### src/hw/rtl/jsu_pkg.sv
// jsu_pkg: shared types and constants for the JSON string unescape block.
// Holds the decoder phase enum, input kind codes, error codes and the job
// record that moves from the front decoder through the queue to the emitter.
package jsu_pkg;

    // Input kind codes
    localparam logic [1:0] KIND_START = 2'd0;
    localparam logic [1:0] KIND_NEXT  = 2'd1;
    localparam logic [1:0] KIND_END   = 2'd2;

    // Error codes
    localparam logic [2:0] ERR_NONE      = 3'd0;
    localparam logic [2:0] ERR_CONTROL   = 3'd1;
    localparam logic [2:0] ERR_ESCAPE    = 3'd2;
    localparam logic [2:0] ERR_HEX       = 3'd3;
    localparam logic [2:0] ERR_SURROGATE = 3'd4;
    localparam logic [2:0] ERR_UNTERM    = 3'd5;

    // Character codes
    localparam logic [7:0] CH_QUOTE     = 8'h22;
    localparam logic [7:0] CH_BACKSLASH = 8'h5C;
    localparam logic [7:0] CH_SLASH     = 8'h2F;
    localparam logic [7:0] CH_SPACE     = 8'h20;
    localparam logic [7:0] CH_B         = 8'h62;
    localparam logic [7:0] CH_F         = 8'h66;
    localparam logic [7:0] CH_N         = 8'h6E;
    localparam logic [7:0] CH_R         = 8'h72;
    localparam logic [7:0] CH_T         = 8'h74;
    localparam logic [7:0] CH_U         = 8'h75;
    localparam logic [7:0] CH_BS_OUT    = 8'h08;
    localparam logic [7:0] CH_FF_OUT    = 8'h0C;
    localparam logic [7:0] CH_LF_OUT    = 8'h0A;
    localparam logic [7:0] CH_CR_OUT    = 8'h0D;
    localparam logic [7:0] CH_TAB_OUT   = 8'h09;

    // Surrogate ranges
    localparam logic [15:0] HI_SURR_LO = 16'hD800;
    localparam logic [15:0] HI_SURR_HI = 16'hDBFF;
    localparam logic [15:0] LO_SURR_LO = 16'hDC00;
    localparam logic [15:0] LO_SURR_HI = 16'hDFFF;

    // Decoder phase
    typedef enum logic [2:0] {
        PH_IDLE,
        PH_BODY,
        PH_ESC,
        PH_HEX1,
        PH_WANT_BS,
        PH_WANT_U,
        PH_HEX2,
        PH_DONE
    } phase_t;

    // One decoded input: up to four results, emitted in order
    typedef struct packed {
        logic [1:0]      last_idx;   // index of the final result
        logic [3:0][7:0] bytes;      // decoded bytes, entry 0 first
        logic            has_byte;
        logic            closed;
        logic [2:0]      err;
    } job_t;

endpackage

### src/hw/rtl/jsu_front.sv
// jsu_front: accepts text bytes, runs the escape/hex/surrogate state machine
// and turns each input into one job record (or none) for the queue.
// Depends on jsu_pkg.
module jsu_front (
    input  logic            clk,
    input  logic            rst_n,
    input  logic            in_valid,
    output logic            in_ready,
    input  logic [1:0]      kind,
    input  logic [7:0]      in_byte,
    input  logic            q_full,
    output logic            push,
    output jsu_pkg::job_t   push_job
);

    jsu_pkg::phase_t phase_reg, phase_next, ph;
    logic [15:0]     acc_reg, acc_next, acc_shift;
    logic [9:0]      hs_reg, hs_next;
    logic [1:0]      cnt_reg, cnt_next;
    logic [4:0]      hexv;
    logic [10:0]     pair_hi;
    logic            emit;
    logic            take;

    // Hex digit value; bit 4 flags a non-hex byte
    function automatic logic [4:0] hex_value(input logic [7:0] c);
        logic [4:0] v;
        v = 5'h10;
        if (c inside {[8'h30:8'h39]})
            v = {1'b0, c[3:0]};
        else if (c inside {[8'h61:8'h66], [8'h41:8'h46]})
            v = {1'b0, c[3:0] + 4'd9};
        return v;
    endfunction

    // UTF-8 encoding of a code point as a job with 1 to 4 bytes
    function automatic jsu_pkg::job_t encode(input logic [20:0] cp);
        jsu_pkg::job_t j;
        j = '0;
        j.has_byte = 1'b1;
        if (cp < 21'h80) begin
            j.last_idx = 2'd0;
            j.bytes[0] = cp[7:0];
        end else if (cp < 21'h800) begin
            j.last_idx = 2'd1;
            j.bytes[0] = {3'b110, cp[10:6]};
            j.bytes[1] = {2'b10, cp[5:0]};
        end else if (cp < 21'h10000) begin
            j.last_idx = 2'd2;
            j.bytes[0] = {4'b1110, cp[15:12]};
            j.bytes[1] = {2'b10, cp[11:6]};
            j.bytes[2] = {2'b10, cp[5:0]};
        end else begin
            j.last_idx = 2'd3;
            j.bytes[0] = {5'b11110, cp[20:18]};
            j.bytes[1] = {2'b10, cp[17:12]};
            j.bytes[2] = {2'b10, cp[11:6]};
            j.bytes[3] = {2'b10, cp[5:0]};
        end
        return j;
    endfunction

    assign in_ready = !q_full;
    assign take     = in_valid && in_ready;
    assign push     = take && emit;

    // Decode one byte
    always_comb
    begin
        ph         = (kind == jsu_pkg::KIND_START) ? jsu_pkg::PH_BODY : phase_reg;
        phase_next = ph;
        acc_next   = acc_reg;
        hs_next    = hs_reg;
        cnt_next   = cnt_reg;
        push_job   = '0;
        emit       = 1'b0;
        hexv       = hex_value(in_byte);
        acc_shift  = {acc_reg[11:0], hexv[3:0]};
        pair_hi    = {1'b0, hs_reg} + 11'h040;

        if (kind == jsu_pkg::KIND_START || kind == jsu_pkg::KIND_NEXT) begin
            case (ph)
                jsu_pkg::PH_BODY:
                begin
                    if (in_byte == jsu_pkg::CH_QUOTE) begin
                        emit            = 1'b1;
                        push_job.closed = 1'b1;
                        phase_next      = jsu_pkg::PH_DONE;
                    end else if (in_byte == jsu_pkg::CH_BACKSLASH) begin
                        phase_next = jsu_pkg::PH_ESC;
                    end else if (in_byte < jsu_pkg::CH_SPACE) begin
                        emit         = 1'b1;
                        push_job.err = jsu_pkg::ERR_CONTROL;
                        phase_next   = jsu_pkg::PH_DONE;
                    end else begin
                        emit              = 1'b1;
                        push_job.has_byte = 1'b1;
                        push_job.bytes[0] = in_byte;
                    end
                end
                jsu_pkg::PH_ESC:
                begin
                    phase_next        = jsu_pkg::PH_BODY;
                    emit              = 1'b1;
                    push_job.has_byte = 1'b1;
                    case (in_byte)
                        jsu_pkg::CH_QUOTE, jsu_pkg::CH_BACKSLASH, jsu_pkg::CH_SLASH:
                            push_job.bytes[0] = in_byte;
                        jsu_pkg::CH_B: push_job.bytes[0] = jsu_pkg::CH_BS_OUT;
                        jsu_pkg::CH_F: push_job.bytes[0] = jsu_pkg::CH_FF_OUT;
                        jsu_pkg::CH_N: push_job.bytes[0] = jsu_pkg::CH_LF_OUT;
                        jsu_pkg::CH_R: push_job.bytes[0] = jsu_pkg::CH_CR_OUT;
                        jsu_pkg::CH_T: push_job.bytes[0] = jsu_pkg::CH_TAB_OUT;
                        jsu_pkg::CH_U:
                        begin
                            emit              = 1'b0;
                            push_job.has_byte = 1'b0;
                            phase_next        = jsu_pkg::PH_HEX1;
                            acc_next          = '0;
                            cnt_next          = '0;
                        end
                        default:
                        begin
                            push_job.has_byte = 1'b0;
                            push_job.err      = jsu_pkg::ERR_ESCAPE;
                            phase_next        = jsu_pkg::PH_DONE;
                        end
                    endcase
                end
                jsu_pkg::PH_HEX1, jsu_pkg::PH_HEX2:
                begin
                    if (hexv[4]) begin
                        emit         = 1'b1;
                        push_job.err = jsu_pkg::ERR_HEX;
                        phase_next   = jsu_pkg::PH_DONE;
                    end else begin
                        acc_next = acc_shift;
                        if (cnt_reg != 2'd3) begin
                            cnt_next = cnt_reg + 2'd1;
                        end else begin
                            cnt_next = '0;
                            if (ph == jsu_pkg::PH_HEX1) begin
                                if (acc_shift inside
                                    {[jsu_pkg::HI_SURR_LO:jsu_pkg::HI_SURR_HI]}) begin
                                    hs_next    = acc_shift[9:0];
                                    phase_next = jsu_pkg::PH_WANT_BS;
                                end else if (acc_shift inside
                                    {[jsu_pkg::LO_SURR_LO:jsu_pkg::LO_SURR_HI]}) begin
                                    emit         = 1'b1;
                                    push_job.err = jsu_pkg::ERR_SURROGATE;
                                    phase_next   = jsu_pkg::PH_DONE;
                                end else begin
                                    emit       = 1'b1;
                                    push_job   = encode({5'd0, acc_shift});
                                    phase_next = jsu_pkg::PH_BODY;
                                end
                            end else begin
                                if (acc_shift inside
                                    {[jsu_pkg::LO_SURR_LO:jsu_pkg::LO_SURR_HI]}) begin
                                    emit       = 1'b1;
                                    push_job   = encode({pair_hi, acc_shift[9:0]});
                                    phase_next = jsu_pkg::PH_BODY;
                                end else begin
                                    emit         = 1'b1;
                                    push_job.err = jsu_pkg::ERR_SURROGATE;
                                    phase_next   = jsu_pkg::PH_DONE;
                                end
                            end
                        end
                    end
                end
                jsu_pkg::PH_WANT_BS:
                begin
                    if (in_byte == jsu_pkg::CH_BACKSLASH) begin
                        phase_next = jsu_pkg::PH_WANT_U;
                    end else begin
                        emit         = 1'b1;
                        push_job.err = jsu_pkg::ERR_SURROGATE;
                        phase_next   = jsu_pkg::PH_DONE;
                    end
                end
                jsu_pkg::PH_WANT_U:
                begin
                    if (in_byte == jsu_pkg::CH_U) begin
                        phase_next = jsu_pkg::PH_HEX2;
                        acc_next   = '0;
                        cnt_next   = '0;
                    end else begin
                        emit         = 1'b1;
                        push_job.err = jsu_pkg::ERR_SURROGATE;
                        phase_next   = jsu_pkg::PH_DONE;
                    end
                end
                default:
                begin
                end
            endcase
        end else if (kind == jsu_pkg::KIND_END) begin
            if (phase_reg inside {[jsu_pkg::PH_BODY:jsu_pkg::PH_HEX2]}) begin
                emit         = 1'b1;
                push_job.err = jsu_pkg::ERR_UNTERM;
                phase_next   = jsu_pkg::PH_DONE;
            end
        end
    end

    // Advance decoder state on each transfer
    always_ff @(posedge clk or negedge rst_n)
    begin
        if (!rst_n) begin
            phase_reg <= jsu_pkg::PH_IDLE;
            acc_reg   <= '0;
            hs_reg    <= '0;
            cnt_reg   <= '0;
        end else if (take) begin
            phase_reg <= phase_next;
            acc_reg   <= acc_next;
            hs_reg    <= hs_next;
            cnt_reg   <= cnt_next;
        end
    end

endmodule

### src/hw/rtl/jsu_queue.sv
// jsu_queue: small flop-based FIFO of job records between decoder and emitter.
// Depends on jsu_pkg for the job record type.
module jsu_queue #(
    parameter int DEPTH = 2
) (
    input  logic            clk,
    input  logic            rst_n,
    input  logic            push,
    input  jsu_pkg::job_t   push_job,
    output logic            full,
    input  logic            pop,
    output jsu_pkg::job_t   head,
    output logic            empty
);

    localparam int AW = (DEPTH > 1) ? $clog2(DEPTH) : 1;
    localparam int CW = $clog2(DEPTH + 1);

    jsu_pkg::job_t  mem_reg [DEPTH];
    logic [AW-1:0]  wr_ptr_reg, rd_ptr_reg;
    logic [CW-1:0]  count_reg;

    assign full  = (count_reg == CW'(DEPTH));
    assign empty = (count_reg == '0);
    assign head  = mem_reg[rd_ptr_reg];

    // Store pushed job
    always_ff @(posedge clk)
    begin
        if (push)
            mem_reg[wr_ptr_reg] <= push_job;
    end

    // Advance pointers and count
    always_ff @(posedge clk or negedge rst_n)
    begin
        if (!rst_n) begin
            wr_ptr_reg <= '0;
            rd_ptr_reg <= '0;
            count_reg  <= '0;
        end else begin
            if (push)
                wr_ptr_reg <= (wr_ptr_reg == AW'(DEPTH - 1)) ? '0 : wr_ptr_reg + 1'b1;
            if (pop)
                rd_ptr_reg <= (rd_ptr_reg == AW'(DEPTH - 1)) ? '0 : rd_ptr_reg + 1'b1;
            if (push && !pop)
                count_reg <= count_reg + 1'b1;
            else if (pop && !push)
                count_reg <= count_reg - 1'b1;
        end
    end

endmodule

### src/hw/rtl/jsu_back.sv
// jsu_back: walks the job at the queue head and presents its results one per
// transfer, flagging the final one. Depends on jsu_pkg.
module jsu_back (
    input  logic            clk,
    input  logic            rst_n,
    input  jsu_pkg::job_t   head,
    input  logic            empty,
    output logic            pop,
    output logic            out_valid,
    input  logic            out_ready,
    output logic [7:0]      out_byte,
    output logic            byte_valid,
    output logic            closed,
    output logic [2:0]      error_code,
    output logic            last
);

    logic [1:0] idx_reg;
    logic       is_last;

    assign out_valid  = !empty;
    assign is_last    = (idx_reg == head.last_idx);
    assign out_byte   = head.has_byte ? head.bytes[idx_reg] : 8'd0;
    assign byte_valid = head.has_byte;
    assign closed     = head.closed;
    assign error_code = head.err;
    assign last       = is_last;
    assign pop        = out_valid && out_ready && is_last;

    // Step through results of the head job
    always_ff @(posedge clk or negedge rst_n)
    begin
        if (!rst_n)
            idx_reg <= '0;
        else if (out_valid && out_ready)
            idx_reg <= is_last ? 2'd0 : idx_reg + 2'd1;
    end

endmodule

### src/hw/rtl/json_string_unescape_utf8.sv
// json_string_unescape_utf8: top level of the streaming JSON string decoder.
// Instantiates jsu_front, jsu_queue and jsu_back; depends on jsu_pkg.
//
//   Channel  Handshake             Payload
//   input    in_valid / in_ready   kind, in_byte
//   output   out_valid / out_ready out_byte, byte_valid, closed, error_code, last
//
// One input byte is taken per cycle while the job queue has room.
// Results leave one per cycle while out_ready is high; a \u escape gives one result
// per UTF-8 byte it decodes to, 1 to 3 bytes, or 4 for a surrogate pair.
// The first result of an input is presented once its job, registered in the queue, reaches the queue head.
// Reset is asynchronous, active low, and empties the queue and sets idle.
// Output stalls fill the QUEUE_DEPTH-entry queue, then drop in_ready.
module json_string_unescape_utf8 #(
    parameter int QUEUE_DEPTH = 2
) (
    input  logic        clk,
    input  logic        rst_n,
    input  logic        in_valid,
    output logic        in_ready,
    input  logic [1:0]  kind,
    input  logic [7:0]  in_byte,
    output logic        out_valid,
    input  logic        out_ready,
    output logic [7:0]  out_byte,
    output logic        byte_valid,
    output logic        closed,
    output logic [2:0]  error_code,
    output logic        last
);

    jsu_pkg::job_t push_job, head;
    logic          push, pop, q_full, q_empty;

    jsu_front u_front (
        .clk      (clk),
        .rst_n    (rst_n),
        .in_valid (in_valid),
        .in_ready (in_ready),
        .kind     (kind),
        .in_byte  (in_byte),
        .q_full   (q_full),
        .push     (push),
        .push_job (push_job)
    );

    jsu_queue #(
        .DEPTH (QUEUE_DEPTH)
    ) u_queue (
        .clk      (clk),
        .rst_n    (rst_n),
        .push     (push),
        .push_job (push_job),
        .full     (q_full),
        .pop      (pop),
        .head     (head),
        .empty    (q_empty)
    );

    jsu_back u_back (
        .clk        (clk),
        .rst_n      (rst_n),
        .head       (head),
        .empty      (q_empty),
        .pop        (pop),
        .out_valid  (out_valid),
        .out_ready  (out_ready),
        .out_byte   (out_byte),
        .byte_valid (byte_valid),
        .closed     (closed),
        .error_code (error_code),
        .last       (last)
    );

endmodule

### config.mk
export PLATFORM = sky130hd
export DESIGN_NAME = json_string_unescape_utf8
export DESIGN_NICKNAME = d
export VERILOG_FILES = /design/src/hw/rtl/jsu_pkg.sv /design/src/hw/rtl/jsu_front.sv /design/src/hw/rtl/jsu_queue.sv /design/src/hw/rtl/jsu_back.sv /design/src/hw/rtl/json_string_unescape_utf8.sv
export SDC_FILE = /design/constraint.sdc
export NUM_CORES = 1
export LEC_CHECK = 0
export BUFFER_PORTS_ARGS = -buffer_cell sky130_fd_sc_hd__clkbuf_2
export CAP_MARGIN = 20
export CORE_AREA = 2 2 126 128
export CTS_BUF_LIST = sky130_fd_sc_hd__clkbuf_8 sky130_fd_sc_hd__clkbuf_16
export CTS_CLUSTER_SIZE = 10
export DETAILED_ROUTE_END_ITERATION = 16
export DIE_AREA = 0 0 128 130
export GPL_ROUTABILITY_DRIVEN = 1
export SETUP_SLACK_MARGIN = 0.02
export SLEW_MARGIN = 40
export SYNTH_ARGS = -nofsm -noshare
export SYNTH_HDL_FRONTEND = slang
export SYNTH_HIERARCHICAL = 1
export SYNTH_SLANG_ARGS = --single-unit
### constraint.sdc
create_clock -name clk -period 4.5 [get_ports clk]
set_input_delay 0 -clock clk [delete_from_list [all_inputs] [get_ports clk]]
set_output_delay 0 -clock clk [all_outputs]
set_load 0.02 [all_outputs]
==> impl_metrics.ini <==
[cts]
cts_tree = yes
cts_root_buf = clkbuf_16
holdBufCountCts = 1
post-cts-setup-buffers = 0
clk-insertion-delay-late_ps = 360
cts_made_buffers = 9
cts_max_level = 3
clock-sinks = 111
cts_resized = 0
cts.path.max_buffers = 2
clk_pin_slew_ps = 70

[routing]
vias_per_cell = 6.05
drt_wl_total_um = 17300
antenna_left = 0
wl_per_cell_um = 20.8
route.vias.total = 5037
drtIter0Drc = 527
firstDrtPassIters = 5
drc = 0

[floorplanning]
die_w_um = 128
die_y_um = 130
core_sq_um = 15400
die-area_sq_um = 16600
rows = 46
io_pins = 30
start_util = 0.435

[timing]
tightest_slew_ps = 773
timing.final.crit_share = 0.730
fin_crit_ps = 3290
max_freq_mhz = 304
slew_headroom = 0.480
hold_viol_final = 0
final_max_slew_viol_count = 0
skew_ps = 6.04
setup-violations-final = 0
rsz0062_at_grt = false
fin_setup_tns_ps = 0

[worst_setup_path]
crit_chain = nand2b_1 -> nor3_1 -> nand2_1 -> nand2_1 -> a2111o_1 -> o2bb2ai_1 -> and2_2 -> buf_4
worstPathRequired_ps = 4540
startpoint_type = flop
cp_common_cell = nand2_1
startpoint = u_front/phase_reg[0]
cp.arrival_ps = 3320
critPathMaxStageDelay_ps = 620
critical-path-top-delay-family = simple AND/OR/NAND/NOR gates
worstSetupPathType = reg -> reg
critical_path_peak_fanout = 22
critPathSlowestCell = nor3_1
r2r_start = u_front/phase_reg[0]
crit_path_end_kind = flop
cp_num_buf_inv = 1

[power_and_ir_drop]
seqPwrFrac = 0.392
powerDensity_nw_per_um2 = 561
power_frac_clock = 0.196
ir_drop_uv = 267
power_switching_mw = 1.57
power_leakage_nw = 2.64
power_frac_comb = 0.412
internal-power_mw = 2.46
swShare = 0.389

[cells_and_area]
drive_above_1_share = 0.192
largest_reg_flops = 78
diodes = 0
post-route-util = 0.466
final_nets = 656
area_growth_pct = 7.19
final_cell_mix = 78 x edfxtp_1, 53 x nor2_1, 51 x nand2_1
final_area_sq_um = 7190
layout_commonest_cell = edfxtp_1
stdcell_count = 832
fillers = 1437

[status]
status = complete, no violations

[run]
cap_violations = 0

[global_routing]
grt_first_pass_wirelength_um = 27100
gr-total-overflow = 0
grt_pass1_vias = 4809
grt.total_usage = 0.216
grt_max_degree = 41
grt_util_met3 = 0.0365
antenna_found_initial = 0
groute.layer.met2.usage = 0.344
grt_use_met1 = 0.294
globalRoute.busiestLayer = met2

[worst_hold_path]
hold_path_class = in -> reg
worstHoldStart = out_ready

[logic_synthesis]
synth-seq-cells = 111
yosysWarnings = 6
ys_types = 82
synth_edf_count = 78
ys_seq_area_frac = 0.473
synth.avg_cell_area_sq_um = 10.7
async_flop_share = 0.297
syn_inst = 628
synthFlopType = edfxtp_1
netlist_area_sq_um = 6700

[placement]
placedCellCount = 814
port_buffers = 29
place_area_sq_um = 6880
place.gp.congestion = 0.985
hpwl_um = 12500
-- Yosys cell counts (3+ instances only) --
library cell	instances	share of area
a211oi_1	5	0.0056
a21o_1	5	0.0056
a21oi_1	41	0.031
a221o_1	3	0.0045
a221oi_1	3	0.0039
a22oi_1	6	0.0067
a31oi_1	8	0.0075
and2_1	17	0.016
and3_1	4	0.0037
buf_2	8	0.0060
buf_4	13	0.015
buf_6	7	0.012
clkbuf_1	15	0.0084
dfrtp_1	33	0.12
edfxtp_1	78	0.35
ha_1	7	0.013
inv_1	21	0.012
mux2_2	44	0.074
mux2_4	5	0.011
mux2i_1	8	0.012
mux4_2	6	0.020
nand2_1	51	0.029
nand2b_1	10	0.0093
nand3_1	9	0.0067
nand3b_1	3	0.0034
nand4_1	3	0.0028
nor2_1	53	0.030
nor2b_1	8	0.0075
nor3_1	9	0.0067
nor3b_1	3	0.0034
nor4_1	3	0.0028
nor4b_1	3	0.0039
o2111ai_1	4	0.0052
o211ai_1	4	0.0045
o21ai_0	37	0.028
o21ai_1	9	0.0067
o21bai_1	3	0.0034
o22ai_1	3	0.0028
o2bb2ai_1	3	0.0039
or4_1	7	0.0078
xnor2_1	5	0.0065
xor2_1	9	0.012
-- worst reg2reg max path: stages (launching register included) --
cell	delay [ps]
dfrtp_1	540
nand2b_1	260
nor3_1	620
nand2_1	150
nand2_1	100
a2111o_1	90
o2bb2ai_1	240
and2_2	580
buf_4	390
-- stage by stage --
stage               total power, mW  setup slack (ps)  hold WS (ps)
CTS                            4.05              1220          95.2
detailed placement             3.24              1220          27.7
global route                   4.28              1010           136
global placement               3.23              1310           170
floorplan                      2.83               648          -296
finish                         4.03              1210           105
-- final timing paths --
path / slack (ps) / to / cells after the start
max reg2reg: 1210 / u_queue/mem_reg[1][1] / 8
max: 1210 / u_queue/mem_reg[1][1] / 8
min in group asynchronous: 170 / u_front/acc_reg[5] / 2
max in group asynchronous: 4000 / u_front/acc_reg[1] / 2
min: 110 / u_back/idx_reg[0] / 3
min reg2reg: 490 / u_queue/count_reg[1] / 1
-- power by group through the flow --
| stage | sequential, mW | clock, mW | combinational, mW |
|---|---|---|---|
| floorplan | 1.46 | 0 | 1.37 |
| global placement | 1.59 | 0 | 1.64 |
| detailed placement | 1.59 | 0 | 1.65 |
| CTS | 1.57 | 0.817 | 1.66 |
| global route | 1.61 | 0.855 | 1.82 |
| finish | 1.58 | 0.789 | 1.66 |
-- metal layers --
layer  part of all wire  up-vias
li1                   -     2344
met1               0.45     2450
met2               0.46      205
met3              0.060       38
met4              0.032        0
met5                  0        -
-- logic make-up after synthesis --
group                      count (synthesis)  share of synthesized area
other                                      1                   0.000559
muxes                                     65                      0.125
AOI/OAI and AO/OA                        160                      0.154
adders and majority gates                  9                     0.0161
xor gates and xnor gates                  14                     0.0183
buffers and inverters                     64                     0.0524
and+or+nand+nor                          204                      0.161
DFF                                      111                      0.473
-- area by class of cell --
class / instances / area [sq um] / area share
clock inverters: 7 / 65.1 / 0.00905
flip-flops and latches: 111 / 3170 / 0.441
repair buffers: 37 / 208 / 0.0289
inverters: 21 / 78.8 / 0.0110
clock buffers: 9 / 225 / 0.0313
multi-input cells: 455 / 3200 / 0.445
well taps: 192 / 240 / 0.0334
Note: power is estimated with default switching activity, not from simulation.
